--- src/hdl/oas_pkg.sv ---
// ----------------------------------------------------------------------------
// oas_pkg: shared types and constants for the orbit anomaly solver
// CORDIC arctangent table, fixed-point constants and sequencer state codes.
// ----------------------------------------------------------------------------
package oas_pkg;

    localparam int MaxIterations = 65;
    localparam int AngleBits     = 32;
    localparam int CordicSteps   = 30;
    localparam int PeriodW       = 40;
    localparam int EccW          = 16;
    localparam int InW           = 48;

    localparam logic signed [33:0] CordicGain = 34'sd652032874;
    localparam logic signed [31:0] InvTwoPi   = 32'sd683565276;

    typedef enum logic [8:0] {
        ST_IDLE  = 9'b000000001,
        ST_MOD   = 9'b000000010,
        ST_FRAC  = 9'b000000100,
        ST_CHECK = 9'b000001000,
        ST_CORD  = 9'b000010000,
        ST_MUL1  = 9'b000100000,
        ST_MUL2  = 9'b001000000,
        ST_UPD   = 9'b010000000,
        ST_DONE  = 9'b100000000
    } state_t;

    function automatic logic [31:0] atan_turns(input logic [4:0] i);
        logic [31:0] r;
        case (i)
            5'd0:  r = 32'h20000000;
            5'd1:  r = 32'h12E4051E;
            5'd2:  r = 32'h09FB385B;
            5'd3:  r = 32'h051111D4;
            5'd4:  r = 32'h028B0D43;
            5'd5:  r = 32'h0145D7E1;
            5'd6:  r = 32'h00A2F61E;
            5'd7:  r = 32'h00517C55;
            5'd8:  r = 32'h0028BE53;
            5'd9:  r = 32'h00145F2F;
            5'd10: r = 32'h000A2F98;
            5'd11: r = 32'h000517CC;
            5'd12: r = 32'h00028BE6;
            5'd13: r = 32'h000145F3;
            5'd14: r = 32'h0000A2FA;
            5'd15: r = 32'h0000517D;
            5'd16: r = 32'h000028BE;
            5'd17: r = 32'h0000145F;
            5'd18: r = 32'h00000A30;
            5'd19: r = 32'h00000518;
            5'd20: r = 32'h0000028C;
            5'd21: r = 32'h00000146;
            5'd22: r = 32'h000000A3;
            5'd23: r = 32'h00000051;
            5'd24: r = 32'h00000029;
            5'd25: r = 32'h00000014;
            5'd26: r = 32'h0000000A;
            5'd27: r = 32'h00000005;
            5'd28: r = 32'h00000003;
            5'd29: r = 32'h00000001;
            default: r = 32'h0;
        endcase
        return r;
    endfunction

endpackage

--- src/hdl/orbit_anomaly_solver_core.sv ---
// ----------------------------------------------------------------------------
// orbit_anomaly_solver_core: Kepler equation solver
// Mean angle by serial division, then damped fixed-point iteration with a
// shared CORDIC sine unit.
// ----------------------------------------------------------------------------
// Raise start for one cycle while busy is low to transfer a time since
// periapsis. busy stays high until the result appears: done pulses for one
// cycle with anomaly_turns and limit_reached valid in that cycle only; the
// receiver cannot stall, so capture it then. One item runs a restoring
// modulo over the 48 magnitude bits, a 32-bit fraction division (preceded
// by a fold step for a negative time), then per update a check step, 30
// CORDIC rotations and their done step, two multiply steps and the update,
// up to 66 updates, and a final step that presents the result; the CORDIC
// loop sets the worst case.
// Configuration writes (cfg_we, cfg_index, cfg_data) take effect at once and
// must only be made while busy is low.
module orbit_anomaly_solver_core
(
    input  logic        clk,
    input  logic        rst_n,
    input  logic        start,
    output logic        busy,
    input  logic [47:0] days_since_periapsis,
    output logic        done,
    output logic [31:0] anomaly_turns,
    output logic        limit_reached,
    input  logic        cfg_we,
    input  logic        cfg_index,
    input  logic [39:0] cfg_data
);

    oas_pkg::state_t state_reg;
    logic [39:0] period_reg;
    logic [15:0] ecc_reg;
    logic [47:0] mag_reg;
    logic [40:0] rem_reg;
    logic        neg_reg;
    logic [5:0]  cnt_reg;
    logic [6:0]  iter_reg;
    logic signed [35:0] mean_reg, ans_reg, prev_reg;
    logic signed [31:0] p_reg;
    logic signed [63:0] t_reg;
    logic        cgo;
    logic        cdone;
    logic signed [33:0] csin;
    logic [40:0] rem_sh, rem_sub;
    logic signed [35:0] t36, ans_new;

    // the rotation starts on the angle that becomes prev in the check step
    oas_cordic u_cordic
    (
        .clk   (clk),
        .rst_n (rst_n),
        .go    (cgo),
        .turn  (ans_reg[31:0]),
        .done  (cdone),
        .sine  (csin)
    );

    always_comb
    begin
        if (state_reg == oas_pkg::ST_MOD)
            rem_sh = {rem_reg[39:0], mag_reg[47]};
        else
            rem_sh = {rem_reg[39:0], 1'b0};
        rem_sub = rem_sh - {1'b0, period_reg};
        // round half up from Q62 to 32 fractional bits
        t36 = 36'((t_reg + 64'sd536870912) >>> 30);
        ans_new = (mean_reg - t36 + prev_reg) >>> 1;
        cgo = (state_reg == oas_pkg::ST_CHECK) && (ans_reg != prev_reg)
              && (iter_reg <= 7'(oas_pkg::MaxIterations));
    end

    always_ff @(posedge clk or negedge rst_n)
    begin
        if (!rst_n)
        begin
            state_reg     <= oas_pkg::ST_IDLE;
            period_reg    <= 40'd23937441;
            ecc_reg       <= 16'd1095;
            done          <= 1'b0;
            anomaly_turns <= '0;
            limit_reached <= 1'b0;
            cnt_reg       <= '0;
            iter_reg      <= '0;
        end
        else
        begin
            done <= 1'b0;
            if (cfg_we)
            begin
                if (cfg_index)
                    ecc_reg <= cfg_data[15:0];
                else
                    period_reg <= cfg_data;
            end
            case (state_reg)
                oas_pkg::ST_IDLE:
                begin
                    if (start)
                    begin
                        neg_reg  <= days_since_periapsis[47];
                        mag_reg  <= days_since_periapsis[47] ?
                                    (48'd0 - days_since_periapsis) : days_since_periapsis;
                        rem_reg  <= '0;
                        cnt_reg  <= '0;
                        mean_reg <= '0;
                        iter_reg <= '0;
                        state_reg <= oas_pkg::ST_MOD;
                    end
                end
                oas_pkg::ST_MOD:
                begin
                    // restoring modulo, one bit of the magnitude per cycle
                    rem_reg <= rem_sub[40] ? rem_sh : rem_sub;
                    mag_reg <= {mag_reg[46:0], 1'b0};
                    cnt_reg <= cnt_reg + 6'd1;
                    if (cnt_reg == 6'd47)
                    begin
                        cnt_reg   <= '0;
                        state_reg <= oas_pkg::ST_FRAC;
                    end
                end
                oas_pkg::ST_FRAC:
                begin
                    if (cnt_reg == 6'd0 && neg_reg && rem_reg != '0)
                    begin
                        rem_reg <= {1'b0, period_reg} - rem_reg;
                        neg_reg <= 1'b0;
                    end
                    else
                    begin
                        rem_reg  <= rem_sub[40] ? rem_sh : rem_sub;
                        mean_reg <= {mean_reg[34:0], ~rem_sub[40]};
                        cnt_reg  <= cnt_reg + 6'd1;
                        if (cnt_reg == 6'd31)
                        begin
                            prev_reg  <= '0;
                            ans_reg   <= {mean_reg[34:0], ~rem_sub[40]};
                            state_reg <= oas_pkg::ST_CHECK;
                        end
                    end
                    if (period_reg == '0)
                    begin
                        ans_reg   <= '0;
                        prev_reg  <= '0;
                        mean_reg  <= '0;
                        state_reg <= oas_pkg::ST_CHECK;
                    end
                end
                oas_pkg::ST_CHECK:
                begin
                    if (ans_reg == prev_reg)
                    begin
                        limit_reached <= 1'b0;
                        state_reg     <= oas_pkg::ST_DONE;
                    end
                    else if (iter_reg > 7'(oas_pkg::MaxIterations))
                    begin
                        limit_reached <= 1'b1;
                        state_reg     <= oas_pkg::ST_DONE;
                    end
                    else
                    begin
                        prev_reg  <= ans_reg;
                        iter_reg  <= iter_reg + 7'd1;
                        state_reg <= oas_pkg::ST_CORD;
                    end
                end
                oas_pkg::ST_CORD:
                begin
                    if (cdone)
                    begin
                        p_reg     <= 32'(50'($signed({1'b0, ecc_reg}) * csin) >>> 16);
                        state_reg <= oas_pkg::ST_MUL1;
                    end
                end
                oas_pkg::ST_MUL1:
                begin
                    t_reg     <= 64'(p_reg) * 64'(oas_pkg::InvTwoPi);
                    state_reg <= oas_pkg::ST_MUL2;
                end
                oas_pkg::ST_MUL2:
                begin
                    ans_reg   <= ans_new;
                    state_reg <= oas_pkg::ST_UPD;
                end
                oas_pkg::ST_UPD:
                begin
                    // limit taken after the update count exceeds the maximum
                    if (iter_reg > 7'(oas_pkg::MaxIterations))
                    begin
                        limit_reached <= (ans_reg != prev_reg);
                        state_reg     <= oas_pkg::ST_DONE;
                    end
                    else
                        state_reg <= oas_pkg::ST_CHECK;
                end
                oas_pkg::ST_DONE:
                begin
                    anomaly_turns <= ans_reg[31:0];
                    done          <= 1'b1;
                    state_reg     <= oas_pkg::ST_IDLE;
                end
                default: state_reg <= oas_pkg::ST_IDLE;
            endcase
        end
    end

    assign busy = (state_reg != oas_pkg::ST_IDLE) || cgo;

endmodule

--- src/hdl/oas_cordic.sv ---
// ----------------------------------------------------------------------------
// oas_cordic: iterative CORDIC sine
// One rotation per cycle on a 32-bit turn angle; result y in Q2.30.
// ----------------------------------------------------------------------------
module oas_cordic
(
    input  logic               clk,
    input  logic               rst_n,
    input  logic               go,
    input  logic [31:0]        turn,
    output logic               done,
    output logic signed [33:0] sine
);

    logic signed [33:0] x_reg, y_reg;
    logic signed [33:0] z_reg;
    logic [4:0]         i_reg;
    logic               run_reg;
    logic signed [33:0] z0;
    logic signed [33:0] xs, ys, at;

    // fold the angle into [-1/4, 1/4] turn
    always_comb
    begin
        z0 = {{2{turn[31]}}, turn};
        if (z0 > 34'sh040000000)
            z0 = 34'sh080000000 - z0;
        else if (z0 < -34'sh040000000)
            z0 = -34'sh080000000 - z0;
        xs = x_reg >>> i_reg;
        ys = y_reg >>> i_reg;
        at = {2'b00, oas_pkg::atan_turns(i_reg)};
    end

    always_ff @(posedge clk or negedge rst_n)
    begin
        if (!rst_n)
        begin
            run_reg <= 1'b0;
            done    <= 1'b0;
            i_reg   <= '0;
        end
        else
        begin
            done <= 1'b0;
            if (go)
            begin
                x_reg   <= oas_pkg::CordicGain;
                y_reg   <= '0;
                z_reg   <= z0;
                i_reg   <= '0;
                run_reg <= 1'b1;
            end
            else if (run_reg)
            begin
                if (!z_reg[33])
                begin
                    x_reg <= x_reg - ys;
                    y_reg <= y_reg + xs;
                    z_reg <= z_reg - at;
                end
                else
                begin
                    x_reg <= x_reg + ys;
                    y_reg <= y_reg - xs;
                    z_reg <= z_reg + at;
                end
                if (i_reg == 5'(oas_pkg::CordicSteps - 1))
                begin
                    run_reg <= 1'b0;
                    done    <= 1'b1;
                end
                i_reg <= i_reg + 5'd1;
            end
        end
    end

    assign sine = y_reg;

endmodule

--- config.mk ---
export PLATFORM = sky130hd
export DESIGN_NAME = orbit_anomaly_solver_core
export DESIGN_NICKNAME = d
export VERILOG_FILES = /design/src/hdl/oas_pkg.sv /design/src/hdl/orbit_anomaly_solver_core.sv /design/src/hdl/oas_cordic.sv
export SDC_FILE = /design/constraint.sdc
export NUM_CORES = 2
export LEC_CHECK = 0
export BUFFER_PORTS_ARGS = -buffer_cell sky130_fd_sc_hd__buf_2
export CAP_MARGIN = 5
export CORE_MARGIN = 4
export CORE_UTILIZATION = 66
export CTS_CLUSTER_SIZE = 24
export DETAILED_ROUTE_END_ITERATION = 8
export GPL_ROUTABILITY_DRIVEN = 0
export MAX_ROUTING_LAYER = met4
export PLACE_DENSITY = 0.86
export SYNTH_ARGS = -nofsm -noshare
export SYNTH_HDL_FRONTEND = slang
export SYNTH_SLANG_ARGS = --single-unit
--- constraint.sdc ---
create_clock -name clk -period 12.9 [get_ports clk]
set_input_delay 2.58 -clock clk [delete_from_list [all_inputs] [get_ports clk]]
set_output_delay 2.58 -clock clk [all_outputs]
set_load 0.05 [all_outputs]
---- Word-level counts from Yosys, hierarchy flattened ----
Memory sizes are Yosys's and may differ from the RTL's.
Index checks and enable logic that the tools add are counted.
storage, ports and cells
  output and inout bits ................... 35
  bits in read-only memories .............. 960
  logic and storage cells ................. 172
  flip-flop bits (word level) ............. 513
  memories ................................ 1
cells by class
  muxes and demuxes ....................... 65
  bitwise logic cells ..................... 2
  add/subtract/negate cells ............... 17
  equal/unequal tests ..................... 26
  $mul .................................... 2
  shift operators ......................... 2
  order comparisons ....................... 4
  reductions and logical operators ........ 31
memories
  name              depth  bits a word  read ports  clocked after Yosys merged registers in  write ports  line           source
  (name not given)  32     30           1           0                                        0            oas_pkg.sv:31  case (i)
operators by type and width
  cell                      number
  $mux W36                  11
  $mux W34                  9
  $pmux W36 S2              3
  $mux W41                  3
  $pmux W41 S3              1
  $mux W48                  2
  $pmux W48 S2              1
  $mux W9                   9
  $pmux W9 S8               1
  $add A34 B34 Y34          2
  $sshr A34 B5 Y34          2
  $sub A34 B34 Y34          2
  $add A64 B31 Y64 const B  1
  $mul A32 B29 Y61 const B  1
  $mul A17 B34 Y48          1
  $sub A1 B48 Y48 const A   1
  $reduce_bool A41 Y1       1
  $sub A40 B41 Y41          1
  $sub A41 B40 Y41          1
  $logic_not A40 Y1         1
  $add A36 B36 Y36          1
  $eq A36 B36 Y1            1
  $ne A36 B36 Y1            1
  $sub A36 B34 Y36          1
  46 further kinds          91

---- Depth between registers and ports, before layout ----
  depth after elaboration ................. 8
  mapped depth ............................ 31

---- Modules after synthesis ----
A second synthesis with hierarchy kept.
second synthesis, totals
  cells, all modules ...................... 8192
  area, all modules ....................... 76208.1 µm²
by module, submodules not included
  module                     area each (µm²)  cells an instance  instances
  orbit_anomaly_solver_core  58100.7          6027               1
  oas_cordic                 18107.4          2165               1

---- Worst setup path before layout ----
No wires, ideal clock.
  path kind ............................... register to register
  start point ............................. register p_reg[31]
  end point ............................... register t_reg[57], data pin
  path slack .............................. 3.902 ns
  buffers on the path ..................... 2
  period minus slack after synthesis ...... 8.998 ns
  cell stages (with the launch flop) ...... 23
  setup time .............................. 0.260 ns
  arrival ................................. 8.738 ns
  cell sequence ........................... edfxtp_1 > buf_1 > clkinv_1 > clkbuf_1 > fa_1 > inv_1 > fa_1 > fa_1 > fa_1 > fa_1 > inv_1 > fa_1 > inv_1 > ha_1 > nand2_1 > nor2_1 > and4_1 > o211ai_1 > o21ai_0 > a211oi_1 > o21ai_0 > a21boi_0 > xnor2_1
between the ends
  word-level cells in the longest chain between the ends .. 1
RTL lines
  item                      line                              source
  start: declaration        orbit_anomaly_solver_core.sv:41   logic signed [31:0] p_reg;
  start signal: assignment  orbit_anomaly_solver_core.sv:174  p_reg <= 32'(50'($signed({1'b0, ecc_reg}) * csin) >>> 16);
  $mul A32 B29 Y61          orbit_anomaly_solver_core.sv:180  t_reg <= 64'(p_reg) * 64'(oas_pkg::InvTwoPi);
  end signal: assignment    orbit_anomaly_solver_core.sv:180
  end: declaration          orbit_anomaly_solver_core.sv:42   logic signed [63:0] t_reg;
No other way between the ends.
A chain may end at the register's enable or synchronous reset.

---- Final worst setup path ----
  start point ............................. register p_reg[12]
  end point ............................... register t_reg[57], data pin
Same word-level chain as after synthesis.

==> summary.txt <==
Die area -> 119000 um^2
CP Capture Type -> register
Hold slack -> 0.503 ns
Initial antenna violation count -> 8
DP HPWL -> 158 mm
Syn-to-layout area delta -> 5.00%
Setup TNS -> 0 ns
Critical Path RT -> 13.35 ns
Ys flop type -> edfxtp_1
Crit start category -> register
Die Width -> 345 um
DR pass1 iterations -> 9
PnR worst setup slack -> 4.32 ns
Grt ovf -> 0
Post-CTS Resized -> 0
Drt drc -> 34
Placement row count -> 123
Worst skew pair latency -> 0.70 ns
Clk slew on worst S/H paths -> 0.06 ns
Max Freq -> 0.117 GHz
Met2 Use GR -> 0.562
Worst Hold Class -> register to register
Initial DRC count -> 6462
Synth Instances -> 8044
CTS sink cnt -> 485
NumNets Final -> 9665
Hold Violations, Final -> 0
Worst ir drop on vdd -> 822 uV
RSZ-0062 raised after global routing -> false
Cell total after placement -> 9403
Fin util -> 0.698
Cts bufs inserted -> 55
Boundary Pins -> 128
Placed cell area -> 76600 um^2
Largest register FFs -> 48
Status -> finished, violations left
Worst Path Arrival -> 9.03 ns
Post-route ant nets -> 0
Maximum fanout along the worst path -> 6
Ys async rst share -> 0.245
Most frequent cells in the layout -> inv_1 (1392), fa_1 (949), nand2_1 (852)
Fill count -> 7853
Worst setup path class -> register to register
Largest net degree at the start of global routing -> 110
Final Cycle Share -> 0.665
Number of global-route vias before repair -> 62800
Final WL -> 209 mm
Hold_buf cts -> 0
Post-CTS setup buffer count -> 0
Mapped Area -> 74800 um^2
Worst Skew -> 0.0633 ns
First-pass GRT wire length -> 334 mm
Met3 Usage GRT -> 0.0844
Via density -> 6.40
Synth unique cells -> 91
Clock buffer depth -> 3
Hold depth -> 1
Final instance area -> 78500 um^2
Port bufs -> 127
Via count -> 60900
Minimum clock period -> 8.58 ns
Number of flops mapped to enable cells by yosys -> 366
Worst slew pin tran -> 1.37 ns
Static leakage -> 36.7 nW
FF+latch count, synth -> 485
WL/cell -> 21.9 um
CTS tree -> built
Clk Tree Root Cell -> clkbuf_16
# Max-Cap Violations -> 0
Layout Cells excl Fill -> 9516
Final setup viols -> 0
Most common cell after layout, fill and taps aside -> inv_1
Setup slack at placement -> 4.50 ns
Vert. Die Dim -> 345 um
Syn avg cell area -> 9.30 um^2
H-tree depth -> 2
Worst rel slew slack -> 0.0737
Met1 global-route usage -> 0.454
Register area share after synthesis -> 0.187
Initial core utilization -> 0.665
Total track usage -> 0.366
Power density over the cells -> 263 nW/um^2
Core area -> 112000 um^2
Grt peak-use layer -> met2
Max Slew Vio Count -> 0
Layout cells sized above 1 -> 0.0689
Synth warnings -> 0
Mapped Nets -> 9749
R2R depth -> 25
Failing checks -> design-rule violations
Total Power -> 20.6 mW
logic make-up (layout without fill, tap and decap cells):
group | after synthesis | in the layout | synth area share
fa+ha+maj | 1613 | 1613 | 0.365
xor+xnor | 543 | 543 | 0.0636
mux | 291 | 291 | 0.0528
compound gates | 1374 | 1374 | 0.116
simple gates | 1998 | 1998 | 0.127
other cells | 0 | 9 | 0
flops | 485 | 485 | 0.187
buf+inv | 1740 | 1703 | 0.0881
cell usage after synthesis, types with 31 or more instances:
master | number | share of area
a211oi_1 | 42 | 0.0042
a21o_1 | 147 | 0.015
a21oi_1 | 355 | 0.024
a31oi_1 | 52 | 0.0044
and2_1 | 274 | 0.023
and3_1 | 46 | 0.0038
buf_2 | 36 | 0.0024
clkbuf_1 | 279 | 0.014
dfrtp_1 | 102 | 0.034
edfxtp_1 | 366 | 0.15
fa_1 | 949 | 0.25
ha_1 | 663 | 0.11
inv_1 | 1392 | 0.070
mux2_2 | 96 | 0.014
mux2i_1 | 122 | 0.016
mux4_2 | 73 | 0.022
nand2_1 | 853 | 0.043
nand2b_1 | 75 | 0.0063
nand3_1 | 98 | 0.0066
nand4_1 | 48 | 0.0040
nor2_1 | 330 | 0.017
nor2b_1 | 50 | 0.0042
nor3_1 | 76 | 0.0051
nor4_1 | 31 | 0.0026
o21a_1 | 36 | 0.0036
o21ai_0 | 349 | 0.023
o21bai_1 | 39 | 0.0039
o22ai_1 | 72 | 0.0060
o31ai_1 | 46 | 0.0046
xnor2_1 | 304 | 0.036
xor2_1 | 239 | 0.028
report_power, final:
| group | total [mW] | switching [mW] | internal [mW] | leakage (nW) |
|---|---|---|---|---|
| Combinational | 16.2 | 9.93 | 6.26 | 30.8 |
| Sequential | 2.80 | 0.185 | 2.61 | 4.99 |
| Clock | 1.62 | 0.733 | 0.892 | 0.916 |
| Total | 20.6 | 10.8 | 9.77 | 36.7 |
layout make-up:
cell class	count	area (um^2)	share of cell area
Inverter	1397	5240	0.0668
Sequential cell	485	14000	0.178
Multi-Input combinational cell	5819	54300	0.692
Clock inverter	22	198	0.00252
Clock buffer	82	1650	0.0210
Timing Repair Buffer	202	1200	0.0153
Tap cell	1500	1880	0.0239
Antenna cell	9	22.5	0.000287
routing by layer:
metal  wire length [um]  up-vias  part of all wire
met2              94700     3956              0.45
met5                  0        -                 0
met1              75900    29500              0.36
met4              14000        0             0.067
met3              24000     1052              0.11
li1                   -    26400                 -
worst paths after layout:
kind	slack, ns	startpoint	endpoint
max	4.32	p_reg[12]	t_reg[57]
min	0.50	ecc_reg[9]	ecc_reg[9]
max reg2reg	4.32	p_reg[12]	t_reg[57]
min reg2reg	0.50	ecc_reg[9]	ecc_reg[9]
max in group asynchronous	8.96	rst_n	u_cordic.i_reg[1]
min in group asynchronous	2.01	rst_n	anomaly_turns[0]
critical path: stages (launching register included):
cell	delay, ns
edfxtp_1	0.64
inv_1	0.38
fa_1	0.58
inv_1	0.06
fa_1	0.51
ha_1	0.32
fa_1	0.58
fa_1	0.46
fa_1	0.47
fa_1	0.50
inv_1	0.05
fa_1	0.48
inv_1	0.04
ha_1	0.32
a21oi_1	0.19
nor2b_1	0.06
o21ai_0	0.21
nand2b_1	0.10
o31a_1	0.41
and4_1	0.25
o211ai_1	0.30
o21ai_0	0.25
a211oi_1	0.59
o21ai_0	0.24
a21boi_0	0.26
xnor2_1	0.08
No activity file was read; power rests on OpenSTA's default activity.
